<file path="src/xeu_pkg.sv">
// ----------------------------------------------------------------------------
// xeu_pkg
// Types and entity tables shared by the XML entity unescape block.
// ----------------------------------------------------------------------------
package xeu_pkg;

    localparam int NUM_ENT     = 5;
    localparam int MAX_ENT_LEN = 6;
    localparam int PEND_DEPTH  = 5;
    localparam int BURST_MAX   = PEND_DEPTH + 1;
    localparam int Q_DEPTH     = 4;
    localparam int Q_PTR_W     = $clog2(Q_DEPTH);

    localparam logic [7:0] AMP = 8'h26;

    // entity text, padded with zeros past its length
    localparam logic [0:NUM_ENT-1][0:MAX_ENT_LEN-1][7:0] ENT_TEXT = '{
        '{8'h26, 8'h6c, 8'h74, 8'h3b, 8'h00, 8'h00},  // &lt;
        '{8'h26, 8'h67, 8'h74, 8'h3b, 8'h00, 8'h00},  // &gt;
        '{8'h26, 8'h61, 8'h6d, 8'h70, 8'h3b, 8'h00},  // &amp;
        '{8'h26, 8'h61, 8'h70, 8'h6f, 8'h73, 8'h3b},  // &apos;
        '{8'h26, 8'h71, 8'h75, 8'h6f, 8'h74, 8'h3b}   // &quot;
    };
    localparam logic [0:NUM_ENT-1][2:0] ENT_LEN  = '{3'd4, 3'd4, 3'd5, 3'd6, 3'd6};
    localparam logic [0:NUM_ENT-1][7:0] ENT_CHAR = '{8'h3c, 8'h3e, 8'h26, 8'h27, 8'h22};

    typedef struct packed {
        logic [7:0] in_byte;
        logic       in_last;
    } t_in_beat;

    typedef struct packed {
        logic [7:0] out_byte;
        logic       out_last;
    } t_out_beat;

    // all result beats caused by one input beat
    typedef struct packed {
        logic [0:BURST_MAX-1][7:0] bytes;
        logic [2:0]                count;
        logic                      last;
    } t_burst;

endpackage

</file>
<file path="src/xml_entity_unescape_top.sv">
// ----------------------------------------------------------------------------
// xml_entity_unescape_top
// Decodes the five predefined XML entities in a byte stream of one value.
// ----------------------------------------------------------------------------
// Latency: a result beat is offered the cycle after the input beat that
//   causes it, when the queue is empty.
// Throughput: one input beat per cycle; each beat yields 0 to 6 output beats,
//   one per cycle while the output is ready, set by the serializer walking a burst.
// The four-entry burst queue absorbs flush bursts; input stalls only when full.
// Reset: synchronous, active low; clears the pending count, queue and index.
// ----------------------------------------------------------------------------
module xml_entity_unescape_top (
    input  logic               i_clk,
    input  logic               i_rst_n,
    // input channel
    input  logic               i_valid,
    output logic               o_ready,
    input  xeu_pkg::t_in_beat  i_beat,
    // output channel
    output logic               o_valid,
    input  logic               i_ready,
    output xeu_pkg::t_out_beat o_beat
);
    import xeu_pkg::*;

    logic   accept;
    logic   push;
    logic   pop;
    logic   q_full;
    logic   q_empty;
    t_burst burst;
    t_burst head;

    // Input is taken whenever the queue has room, even while output stalls.
    assign o_ready = !q_full;
    assign accept  = i_valid && o_ready;

    // Front: keeps the held entity prefix and turns each beat into a burst
    // (flushed bytes followed by the new byte, or one decoded character).
    xeu_front u_front (
        .i_clk    (i_clk),
        .i_rst_n  (i_rst_n),
        .i_accept (accept),
        .i_beat   (i_beat),
        .o_push   (push),
        .o_burst  (burst)
    );

    // Queue of bursts; empty bursts are never written.
    xeu_queue u_queue (
        .i_clk    (i_clk),
        .i_rst_n  (i_rst_n),
        .i_push   (push),
        .i_burst  (burst),
        .i_pop    (pop),
        .o_full   (q_full),
        .o_empty  (q_empty),
        .o_head   (head)
    );

    // Back: emits the head burst beat by beat, flagging the last of a value.
    xeu_back u_back (
        .i_clk    (i_clk),
        .i_rst_n  (i_rst_n),
        .i_empty  (q_empty),
        .i_head   (head),
        .o_pop    (pop),
        .o_valid  (o_valid),
        .i_ready  (i_ready),
        .o_beat   (o_beat)
    );

endmodule

</file>
<file path="src/xeu_front.sv">
// ----------------------------------------------------------------------------
// xeu_front
// Entity matcher: holds the pending prefix and builds one burst per beat.
// ----------------------------------------------------------------------------
module xeu_front (
    input  logic              i_clk,
    input  logic              i_rst_n,
    input  logic              i_accept,
    input  xeu_pkg::t_in_beat i_beat,
    output logic              o_push,
    output xeu_pkg::t_burst   o_burst
);
    import xeu_pkg::*;

    logic [7:0] r_pend [PEND_DEPTH];
    logic [2:0] r_cnt;
    logic [2:0] n_cnt;

    logic       complete;
    logic       prefix;
    logic       extend;
    logic [7:0] done_char;
    logic [7:0] b;
    logic       last;
    logic [2:0] newlen;

    assign b      = i_beat.in_byte;
    assign last   = i_beat.in_last;
    assign newlen = r_cnt + 3'd1;

    always_comb begin
        logic ok;
        complete  = 1'b0;
        prefix    = 1'b0;
        done_char = ENT_CHAR[0];
        for (int e = 0; e < NUM_ENT; e++) begin
            ok = (newlen <= ENT_LEN[e]);
            for (int i = 0; i < PEND_DEPTH; i++) begin
                if ((3'(i) < r_cnt) && (r_pend[i] != ENT_TEXT[e][i])) begin
                    ok = 1'b0;
                end
            end
            if (ENT_TEXT[e][r_cnt] != b) begin
                ok = 1'b0;
            end
            if (ok && (newlen == ENT_LEN[e])) begin
                complete  = 1'b1;
                done_char = ENT_CHAR[e];
            end
            if (ok && (newlen < ENT_LEN[e])) begin
                prefix = 1'b1;
            end
        end
        extend = !complete && prefix && (r_cnt < 3'(PEND_DEPTH));
    end

    // burst: held bytes, then the new byte (or the decoded character)
    always_comb begin
        for (int i = 0; i < BURST_MAX; i++) begin
            if ((i < PEND_DEPTH) && (3'(i) < r_cnt)) begin
                o_burst.bytes[i] = r_pend[i < PEND_DEPTH ? i : 0];
            end else begin
                o_burst.bytes[i] = b;
            end
        end
        o_burst.last = last;
        if (complete) begin
            o_burst.bytes[0] = done_char;
            o_burst.count    = 3'd1;
            n_cnt            = 3'd0;
        end else if (extend) begin
            o_burst.count = last ? newlen : 3'd0;
            n_cnt         = last ? 3'd0 : newlen;
        end else begin
            o_burst.count = ((b != AMP) || last) ? newlen : r_cnt;
            n_cnt         = ((b == AMP) && !last) ? 3'd1 : 3'd0;
        end
        o_push = i_accept && (o_burst.count != 3'd0);
    end

    always_ff @(posedge i_clk) begin
        if (!i_rst_n) begin
            r_cnt <= 3'd0;
        end else if (i_accept) begin
            r_cnt <= n_cnt;
        end
        if (i_accept) begin
            if (extend && !last) begin
                r_pend[r_cnt] <= b;
            end else if (!complete && (b == AMP) && !last) begin
                r_pend[0] <= AMP;
            end
        end
    end

    a_cnt_range: assert property (@(posedge i_clk) disable iff (!i_rst_n)
        r_cnt <= 3'(PEND_DEPTH))
        else $error("pending count out of range");

    a_pend_amp: assert property (@(posedge i_clk) disable iff (!i_rst_n)
        (r_cnt != 3'd0) |-> (r_pend[0] == AMP))
        else $error("held prefix does not start with ampersand");

endmodule

</file>
<file path="src/xeu_queue.sv">
// ----------------------------------------------------------------------------
// xeu_queue
// Short burst queue between the matcher and the output serializer.
// ----------------------------------------------------------------------------
module xeu_queue (
    input  logic            i_clk,
    input  logic            i_rst_n,
    input  logic            i_push,
    input  xeu_pkg::t_burst i_burst,
    input  logic            i_pop,
    output logic            o_full,
    output logic            o_empty,
    output xeu_pkg::t_burst o_head
);
    import xeu_pkg::*;

    t_burst               r_mem [Q_DEPTH];
    logic [Q_PTR_W-1:0]   r_wr;
    logic [Q_PTR_W-1:0]   r_rd;
    logic [Q_PTR_W:0]     r_count;

    assign o_full  = (r_count == (Q_PTR_W+1)'(Q_DEPTH));
    assign o_empty = (r_count == '0);
    assign o_head  = r_mem[r_rd];

    always_ff @(posedge i_clk) begin
        if (!i_rst_n) begin
            r_wr    <= '0;
            r_rd    <= '0;
            r_count <= '0;
        end else begin
            if (i_push) begin
                r_wr <= r_wr + Q_PTR_W'(1);
            end
            if (i_pop) begin
                r_rd <= r_rd + Q_PTR_W'(1);
            end
            if (i_push && !i_pop) begin
                r_count <= r_count + (Q_PTR_W+1)'(1);
            end else if (!i_push && i_pop) begin
                r_count <= r_count - (Q_PTR_W+1)'(1);
            end
        end
        if (i_push) begin
            r_mem[r_wr] <= i_burst;
        end
    end

    a_no_overflow: assert property (@(posedge i_clk) disable iff (!i_rst_n)
        i_push |-> (!o_full || i_pop))
        else $error("burst queue overflow");

    a_no_underflow: assert property (@(posedge i_clk) disable iff (!i_rst_n)
        i_pop |-> !o_empty)
        else $error("burst queue underflow");

endmodule

</file>
<file path="src/xeu_back.sv">
// ----------------------------------------------------------------------------
// xeu_back
// Serializer: walks the head burst one output beat at a time.
// ----------------------------------------------------------------------------
module xeu_back (
    input  logic               i_clk,
    input  logic               i_rst_n,
    input  logic               i_empty,
    input  xeu_pkg::t_burst    i_head,
    output logic               o_pop,
    output logic               o_valid,
    input  logic               i_ready,
    output xeu_pkg::t_out_beat o_beat
);
    import xeu_pkg::*;

    logic [2:0] r_idx;
    logic       at_end;

    assign o_valid         = !i_empty;
    assign at_end          = (r_idx == 3'(i_head.count - 3'd1));
    assign o_beat.out_byte = i_head.bytes[r_idx];
    assign o_beat.out_last = i_head.last && at_end;
    assign o_pop           = o_valid && i_ready && at_end;

    always_ff @(posedge i_clk) begin
        if (!i_rst_n) begin
            r_idx <= 3'd0;
        end else if (o_valid && i_ready) begin
            r_idx <= at_end ? 3'd0 : r_idx + 3'd1;
        end
    end

    a_idx_in_burst: assert property (@(posedge i_clk) disable iff (!i_rst_n)
        o_valid |-> (r_idx < i_head.count))
        else $error("serializer index past end of burst");

endmodule
</file>
<file path="config.mk">
export PLATFORM = sky130hd
export DESIGN_NAME = xml_entity_unescape_top
export DESIGN_NICKNAME = d
export VERILOG_FILES = /design/src/xeu_pkg.sv /design/src/xml_entity_unescape_top.sv /design/src/xeu_front.sv /design/src/xeu_queue.sv /design/src/xeu_back.sv
export SDC_FILE = /design/constraint.sdc
export NUM_CORES = 1
export LEC_CHECK = 0
export BUFFER_PORTS_ARGS = -buffer_cell sky130_fd_sc_hd__clkbuf_2
export CORE_MARGIN = 4
export CORE_UTILIZATION = 61
export DETAILED_ROUTE_END_ITERATION = 12
export GPL_TIMING_DRIVEN = 0
export PLACE_DENSITY_LB_ADDON = 0.15
export SLEW_MARGIN = 0
export SYNTH_ARGS = -nofsm -noshare
export SYNTH_HDL_FRONTEND = slang
export SYNTH_SLANG_ARGS = --single-unit
</file>
<file path="constraint.sdc">
create_clock -name i_clk -period 11.95 [get_ports i_clk]
set_clock_uncertainty 0.05 [all_clocks]
set_input_delay 0.5975 -clock i_clk [delete_from_list [all_inputs] [get_ports i_clk]]
set_output_delay 0.5975 -clock i_clk [all_outputs]
set_load 0.01 [all_outputs]
</file>
Yosys cells after proc, flatten, opt, wreduce, memory -nomap -nowiden --
Memory sizes are Yosys's and may differ from the RTL's. A register that Yosys moved wholly into a read port is not among the register bits. Cells that the tools add are included.
Storage, ports and cells: register bits 13, RAM bits 248, bits in read-only memories 320, logic and storage cells 199, memories 7
Operators by class: add/sub/neg operators 7, $lt $le $gt $ge 14, equality and inequality tests 27, mux-type cells 86, bitwise logic cells 2, reduce and logical (&&, ||, !) cells 51
Memories:
- u_queue.r_mem | words 4, width 52, read ports 1, clocked after memory_dff 1, wr ports 1, RTL line xeu_queue.sv:17 | t_burst r_mem [Q_DEPTH];
- (no name shown) | words 8, width 8, read ports 1, clocked after memory_dff 0, wr ports 0, RTL line xeu_front.sv:43 | if (ENT_TEXT[e][r_cnt] != b) begin
- (no name shown) | words 8, width 8, read ports 1, clocked after memory_dff 0, wr ports 0, RTL line xeu_front.sv:43
- (no name shown) | words 8, width 8, read ports 1, clocked after memory_dff 0, wr ports 0, RTL line xeu_front.sv:43
- (no name shown) | words 8, width 8, read ports 1, clocked after memory_dff 0, wr ports 0, RTL line xeu_front.sv:43
- (no name shown) | words 8, width 8, read ports 1, clocked after memory_dff 0, wr ports 0, RTL line xeu_front.sv:43
- +1 memories
Operators with widths (count):
- $mux 8 | 19
- $ne 8x7->1 const B | 12
- $mux 1 | 49
- $ne 8x8->1 | 5
- $logic_and 1x1->1 | 39
- $mux 3 | 11
- $ne 8x6->1 const B | 4
- $bmux 8 s3 | 1
- $mux 5 | 3
- $eq 3x3->1 const B | 4
- $lt 3x3->1 const B | 4
- $add 3x1->3 const B | 3
- $le 3x3->1 const B | 3
- $eq 8x6->1 const B | 1
- $ge 4x4->1 const B | 2
- $not 3->4 | 2
- $reduce_bool 8->1 | 1
- $reduce_or 8->1 | 1
- $logic_not 1->1 | 6
- $lt 1x3->1 const A | 2
- $lt 2x3->1 const A | 2
- $mux 2 | 3
- $sub 3x1->3 const B | 2
- $add 2x1->2 const B | 2
- 6 further kinds | 6

Depth between registers and ports, before layout --
An unclocked memory read counts as a cell.
depth after elaboration 26, gate-level depth with buffers 18, mapped depth without buffers 16

Hierarchy --
Synthesis repeated with hierarchy kept, for this count alone.
Second synthesis, totals: cells, all modules 761, area, all modules 12186.7 um2
Modules (own cells, without submodules):
- xeu_queue | instances 1, cells each 315, area each 8010.2 um2, sequential area each 6426.2 um2
- xeu_front | instances 1, cells each 375, area each 3502.1 um2, sequential area each 1261.2 um2
- xeu_back | instances 1, cells each 69, area each 664.4 um2, sequential area each 60.1 um2
- xml_entity_unescape_top | instances 1, cells each 2, area each 10.0 um2, sequential area each 0.0 um2

Least setup slack after synthesis --
Ideal clock, no wire load.
path type register to register, start register u_front.r_cnt[1], end memory u_queue.r_mem[0][0] (netlist bit) (enable), library setup time 415 ps, data arrival time 4661 ps, path slack 6824 ps, stages on the path, launching flop included 14, buffers on the path 2, clock period less this slack 5126 ps, path through dfxtp_1 -> clkbuf_1 -> inv_1 -> ha_1 -> clkbuf_1 -> inv_1 -> a221oi_1 -> nand4_1 -> or2_2 -> or3_1 -> and4_4 -> or3_4 -> a31oi_4 -> and2_1
On the way: word-level cells in the longest chain between the ends 23, elaborated cells between the ends (all ways) 112, those cells by class 1 x add/sub; 12 x order compare; 8 x eq/ne; 54 x mux; 1 x bitwise; 31 x reduce/logical; 5 x memory
Ends and longest elaborated chain:
- start, declared | RTL line xeu_front.sv:16 | logic [2:0] r_cnt;
- start signal, assigned | RTL line xeu_front.sv:85 | r_cnt <= n_cnt;
- $add 3x1->3 / $lt 1x3->1 (equally long branches) | RTL line xeu_front.sv:29, xeu_front.sv:39
- $le 3x3->1 / $logic_and 1x1->1 (equally long branches) | RTL line xeu_front.sv:37, xeu_front.sv:39
- $mux 1 (5 in a row) | RTL line xeu_front.sv:39 | if ((3'(i) < r_cnt) && (r_pend[i] != ENT_TEXT[e][i])) begin
- $mux 1 | RTL line xeu_front.sv:43
- $logic_and 1x1->1 | RTL line xeu_front.sv:46 | if (ok && (newlen == ENT_LEN[e])) begin
- $mux 1 (5 in a row) | RTL line xeu_front.sv:46
- $logic_not 1->1 | RTL line xeu_front.sv:54 | extend = !complete && prefix && (r_cnt < 3'(PEND_DEPTH));
- $logic_and 1x1->1 (2 in a row) | RTL line xeu_front.sv:54
- $mux 3 | RTL line xeu_front.sv:71 | end else if (extend) begin
- $mux 3 * | RTL line xeu_front.sv:67 | if (complete) begin
- $reduce_bool 3->1 * | RTL line xeu_front.sv:78 | o_push = i_accept && (o_burst.count != 3'd0);
- $logic_and 1x1->1 * | RTL line xeu_front.sv:78
- via push | RTL line xml_entity_unescape_top.sv:27 | logic push;
- $mux 1 * | RTL line xeu_queue.sv:44 | if (i_push) begin
- $mux 1 (implied by the code) * | RTL line xeu_queue.sv:45 | r_mem[r_wr] <= i_burst;
- end, declared | RTL line xeu_queue.sv:17
The timed path passes the listed nets; every way through them passes the cells marked *. The select of a mux whose other input is x is not followed.

Final worst setup path --
start register u_front.r_cnt[1], end register u_queue.r_count[2]
On the way: word-level cells in the longest chain between the ends 24, elaborated cells between the ends (all ways) 115, those cells by class 1 x add/sub; 12 x order compare; 8 x eq/ne; 53 x mux; 1 x bitwise; 35 x reduce/logical; 5 x memory
Ends and longest elaborated chain:
- $add 3x1->3 / $lt 1x3->1 (equally long branches) | RTL line xeu_front.sv:29, xeu_front.sv:39
- $le 3x3->1 / $logic_and 1x1->1 (equally long branches) | RTL line xeu_front.sv:37, xeu_front.sv:39
- $mux 1 (5 in a row) | RTL line xeu_front.sv:39
- $mux 1 | RTL line xeu_front.sv:43
- $logic_and 1x1->1 | RTL line xeu_front.sv:46
- $mux 1 (5 in a row) | RTL line xeu_front.sv:46
- $logic_not 1->1 | RTL line xeu_front.sv:54
- $logic_and 1x1->1 (2 in a row) | RTL line xeu_front.sv:54
- $mux 3 | RTL line xeu_front.sv:71
- $mux 3 * | RTL line xeu_front.sv:67
- $reduce_bool 3->1 * | RTL line xeu_front.sv:78
- $logic_and 1x1->1 * | RTL line xeu_front.sv:78
- via push | RTL line xml_entity_unescape_top.sv:27
- $logic_not 1->1 | RTL line xeu_queue.sv:40 | end else if (!i_push && i_pop) begin
- $logic_and 1x1->1 | RTL line xeu_queue.sv:40
- $reduce_bool 2->1 (no source line)
- end signal, assigned | RTL line xeu_queue.sv:39 | r_count <= r_count + (Q_PTR_W+1)'(1);
- end signal, assigned | RTL line xeu_queue.sv:41 | r_count <= r_count - (Q_PTR_W+1)'(1);
- end, declared | RTL line xeu_queue.sv:20 | logic [Q_PTR_W:0] r_count;
Marked as above. A chain may end at the register's enable or synchronous reset.

==> flow_summary.ini <==
[sta]
drv_slew = 0
setup_violations = 0
rsz0062_at_grt = false
max_freq_ghz = 0.164
tns_ns = 0
period_minus_slack_ns = 6.10
worstMarginPinSlew_ns = 1.25
hold_violations = 0
slew_headroom = 0.162
fin_crit_sh = 0.510

[global_routing]
grt_pass1_wl_um = 42600
grtUsageTotal = 0.263
overflow = 0
antenna_found_initial = 0
grt_max_degree = 53
grt_pass1_vias = 6780

[clock_tree]
cts_resized = 0
clk_latency_ns = 0.54
cts_buffer_depth = 3
cts_setup_buffers = 0
tritoncts = yes
clkSinkCount = 263
cts_made_buffers = 26
cts_hold_buf = 0
clk_pin_slew_ns = 0.06
htree_levels = 1
clockRootBuffer = clkbuf_16

[logic_synthesis]
synth-compound-area-share = 0.0472
synth_top_flop_cell = edfxtp_1
yosys.area_share.simple = 0.0715
synth-edff-count = 248
synth_top_family_by_area = multiplexers
ys_seq_area_frac = 0.660
synth_adder_area_share = 0.0177
async_flop_share = 0
synth_cells = 714
ys_warn_count = 0
ys_ff_latch = 263
synth_fp_nets = 743
yosysUniqueCellTypes = 70
avgSynthCellArea_um2 = 16.4
synthMuxAreaShare = 0.159
synth_xor_area_frac = 0.0194
syn-cell-area_mm2 = 0.0117

[die]
coreArea_mm2 = 0.0188
die-area_mm2 = 0.0215
ioPinCount = 24
die_y_um = 147
rows = 50
die_x_um = 147
initial_core_util = 0.623

[power]
p_total_mw = 2.35
cellInternalPower_mw = 1.77
ir_worst_vdd_uv = 127
p_leak_nw = 4.25
combPwrFrac = 0.181
power.density_mw_per_mm2 = 180
power_frac_seq = 0.480
power.switching_mw = 0.583
clockPowerShare = 0.340
netSwitchingFraction = 0.248

[routing]
drtPass1Iterations = 6
drt_wl_total_um = 27400
num_vias = 6748
wire_per_inst_um = 26.2
detail-route-antenna-nets = 0
via_per_inst = 6.45
drtIter0Drc = 746
drc_errors = 0

[final_layout]
final_cell_mix = edfxtp_1 (248), mux4_2 (60), clkbuf_1 (47)
n_antenna_cell = 0
nets = 797
drive_gt1_frac = 0.208
syn_to_final_growth_pct = 11.4
mostFrequentLayoutCell = edfxtp_1
fin_util = 0.694
fin_area_mm2 = 0.0131

[run_status]
outcome = completed

[placed_design]
io_buffers = 23
routabilityCongestion = 0.963
hpwl_um = 19100
placed_area_mm2 = 0.0122

[setup_path]
required_ns = 12.33
r2r_end = u_queue.r_count[2]$_SDFFE_PN0P_
cp_common_cell = inv_1
worst-setup-path-type = flip-flop to flip-flop
slowest_stage = clkbuf_1
end_kind = flip-flop
r2r_cells = 18
cp.arrival_ns = 6.48
max_stage_delay_ns = 0.50
critPathMaxFanout = 10
crit_chain = clkbuf_1, inv_1, ha_1, clkbuf_1, inv_1, a221oi_1, nand4_1, or2_2, or3_1, and4_4, or3_4, a31oi_4, ha_1, inv_1, fa_1, xor2_1, or3_1, a21boi_0
worstSetupStartpointType = flip-flop
reg2reg_setup_slack_ns = 5.85
reg2reg_from = u_front.r_cnt[1]$_SDFFE_PN0P_

[min_path]
hp-class = input port to flip-flop
holdCritStartpoint = i_beat[8]
holdPathEnd = u_queue.r_mem[3][11]$_DFFE_PP_
hold_depth = 1

[run]
max_cap_violations = 0
## synth_stat cells (all sizes together), types with 3 or more instances
master | n | share of area
nor2 | 20 | 0.0064
a41oi | 3 | 0.0022
mux2i | 19 | 0.016
xor2 | 9 | 0.0067
mux2 | 29 | 0.028
or3 | 8 | 0.0047
a21oi | 17 | 0.0072
o22ai | 9 | 0.0048
nand2b | 6 | 0.0032
nor2b | 13 | 0.0069
nand4 | 7 | 0.0037
nor3b | 4 | 0.0026
o21ai | 19 | 0.0081
a31oi | 6 | 0.0045
nand3 | 9 | 0.0038
and3b | 4 | 0.0030
xnor2 | 17 | 0.013
a22oi | 3 | 0.0019
ha | 15 | 0.016
or2 | 3 | 0.0016
inv | 24 | 0.0077
clkbuf | 36 | 0.012
dfxtp | 15 | 0.026
buf | 15 | 0.0053
nand2 | 23 | 0.0074
and2 | 11 | 0.0059
nor4b | 4 | 0.0030
mux4 | 60 | 0.12
nor4 | 3 | 0.0021
and4 | 3 | 0.0025
edfxtp | 248 | 0.63
nor3 | 13 | 0.0055
## cell type report
class | instances | area, um^2
Timing Repair Buffer | 26 | 175
Sequential cell | 263 | 7750
Buffer | 51 | 198
Clock buffer | 38 | 706
Clock inverter | 9 | 126
Inverter | 25 | 93.8
Multi-Input combinational cell | 375 | 3700
Fill cell | 1250 | 5760
Tap cell | 260 | 325
## kinds of logic (layout without fill, tap and decap cells)
logic type,count (synthesis),in the layout
AO/OA/AOI/OAI,82,82
flip-flops,263,263
multiplexers,108,108
adder cells (fa/ha/maj),16,16
AND/OR/NAND/NOR,143,143
buffers and inverters,76,149
XOR/XNOR,26,26
## routing by layer
| metal | vias up | share of wire | GRT usage | routed length, um |
|---|---|---|---|---|
| met5 | - | 0 | 0 | 0 |
| met4 | 0 | 0.025 | 0.0687 | 685 |
| met3 | 47 | 0.065 | 0.0355 | 1780 |
| met2 | 264 | 0.47 | 0.408 | 12900 |
| met1 | 3512 | 0.44 | 0.402 | 12100 |
| li1 | 2925 | - | - | - |
## power groups by stage
stage               Combinational, mW  Sequential, mW  Clock [mW]
floorplan                       0.290            1.14           0
global placement                0.411            1.15           0
detailed placement              0.426            1.15           0
CTS                             0.430            1.13       0.801
global route                    0.460            1.13       0.844
finish                          0.424            1.13       0.798
## flip-flops by register name, indices dropped and copies added, names as in the netlist, named ones only
name and flops:
u_queue.r_wr 2, u_queue.r_rd 2, u_back.r_idx 3, u_queue.r_count 3
u_front.r_cnt 3, u_queue.r_mem 208, u_front.r_pend 40
## critical path, delay by kind of cell, from the launching register on
kind                       cells  cell delay (ns)
and+or+nand+nor                6             1.85
DFF                            1             0.42
buffers and inverters          5             1.59
AOI/OAI and AO/OA              3             0.89
xor gates and xnor gates       1             0.17
adders and majority gates      3             1.04
## worst max path at each step
stage,start,to,depth (start not counted)
final,u_front.r_cnt[1]$_SDFFE_PN0P_,u_queue.r_count[2]$_SDFFE_PN0P_,18
after global routing,u_front.r_cnt[1]$_SDFFE_PN0P_,u_queue.r_count[2]$_SDFFE_PN0P_,18
after CTS,u_front.r_cnt[1]$_SDFFE_PN0P_,u_queue.r_count[2]$_SDFFE_PN0P_,18
after detailed placement,u_front.r_cnt[1]$_SDFFE_PN0P_,u_queue.r_count[2]$_SDFFE_PN0P_,18
after global placement,u_front.r_cnt[1]$_SDFFE_PN0P_,u_queue.r_mem[2][42]$_DFFE_PP_,13
after floorplan,u_front.r_cnt[1]$_SDFFE_PN0P_,u_queue.r_mem[0][0]$_DFFE_PP_,13
## per-stage QoR
stage / instances / hold slack, ns / setup WS [ns]
after global routing: 1047 / 0.284 / 5.42
after global placement: 997 / 0.426 / 4.84
after detailed placement: 1000 / 0.449 / 5.90
after floorplan: 714 / 0.418 / 6.82
after CTS: 1047 / 0.267 / 5.89
final: 1047 / 0.281 / 5.85
Note: power is estimated with default switching activity, not from simulation.
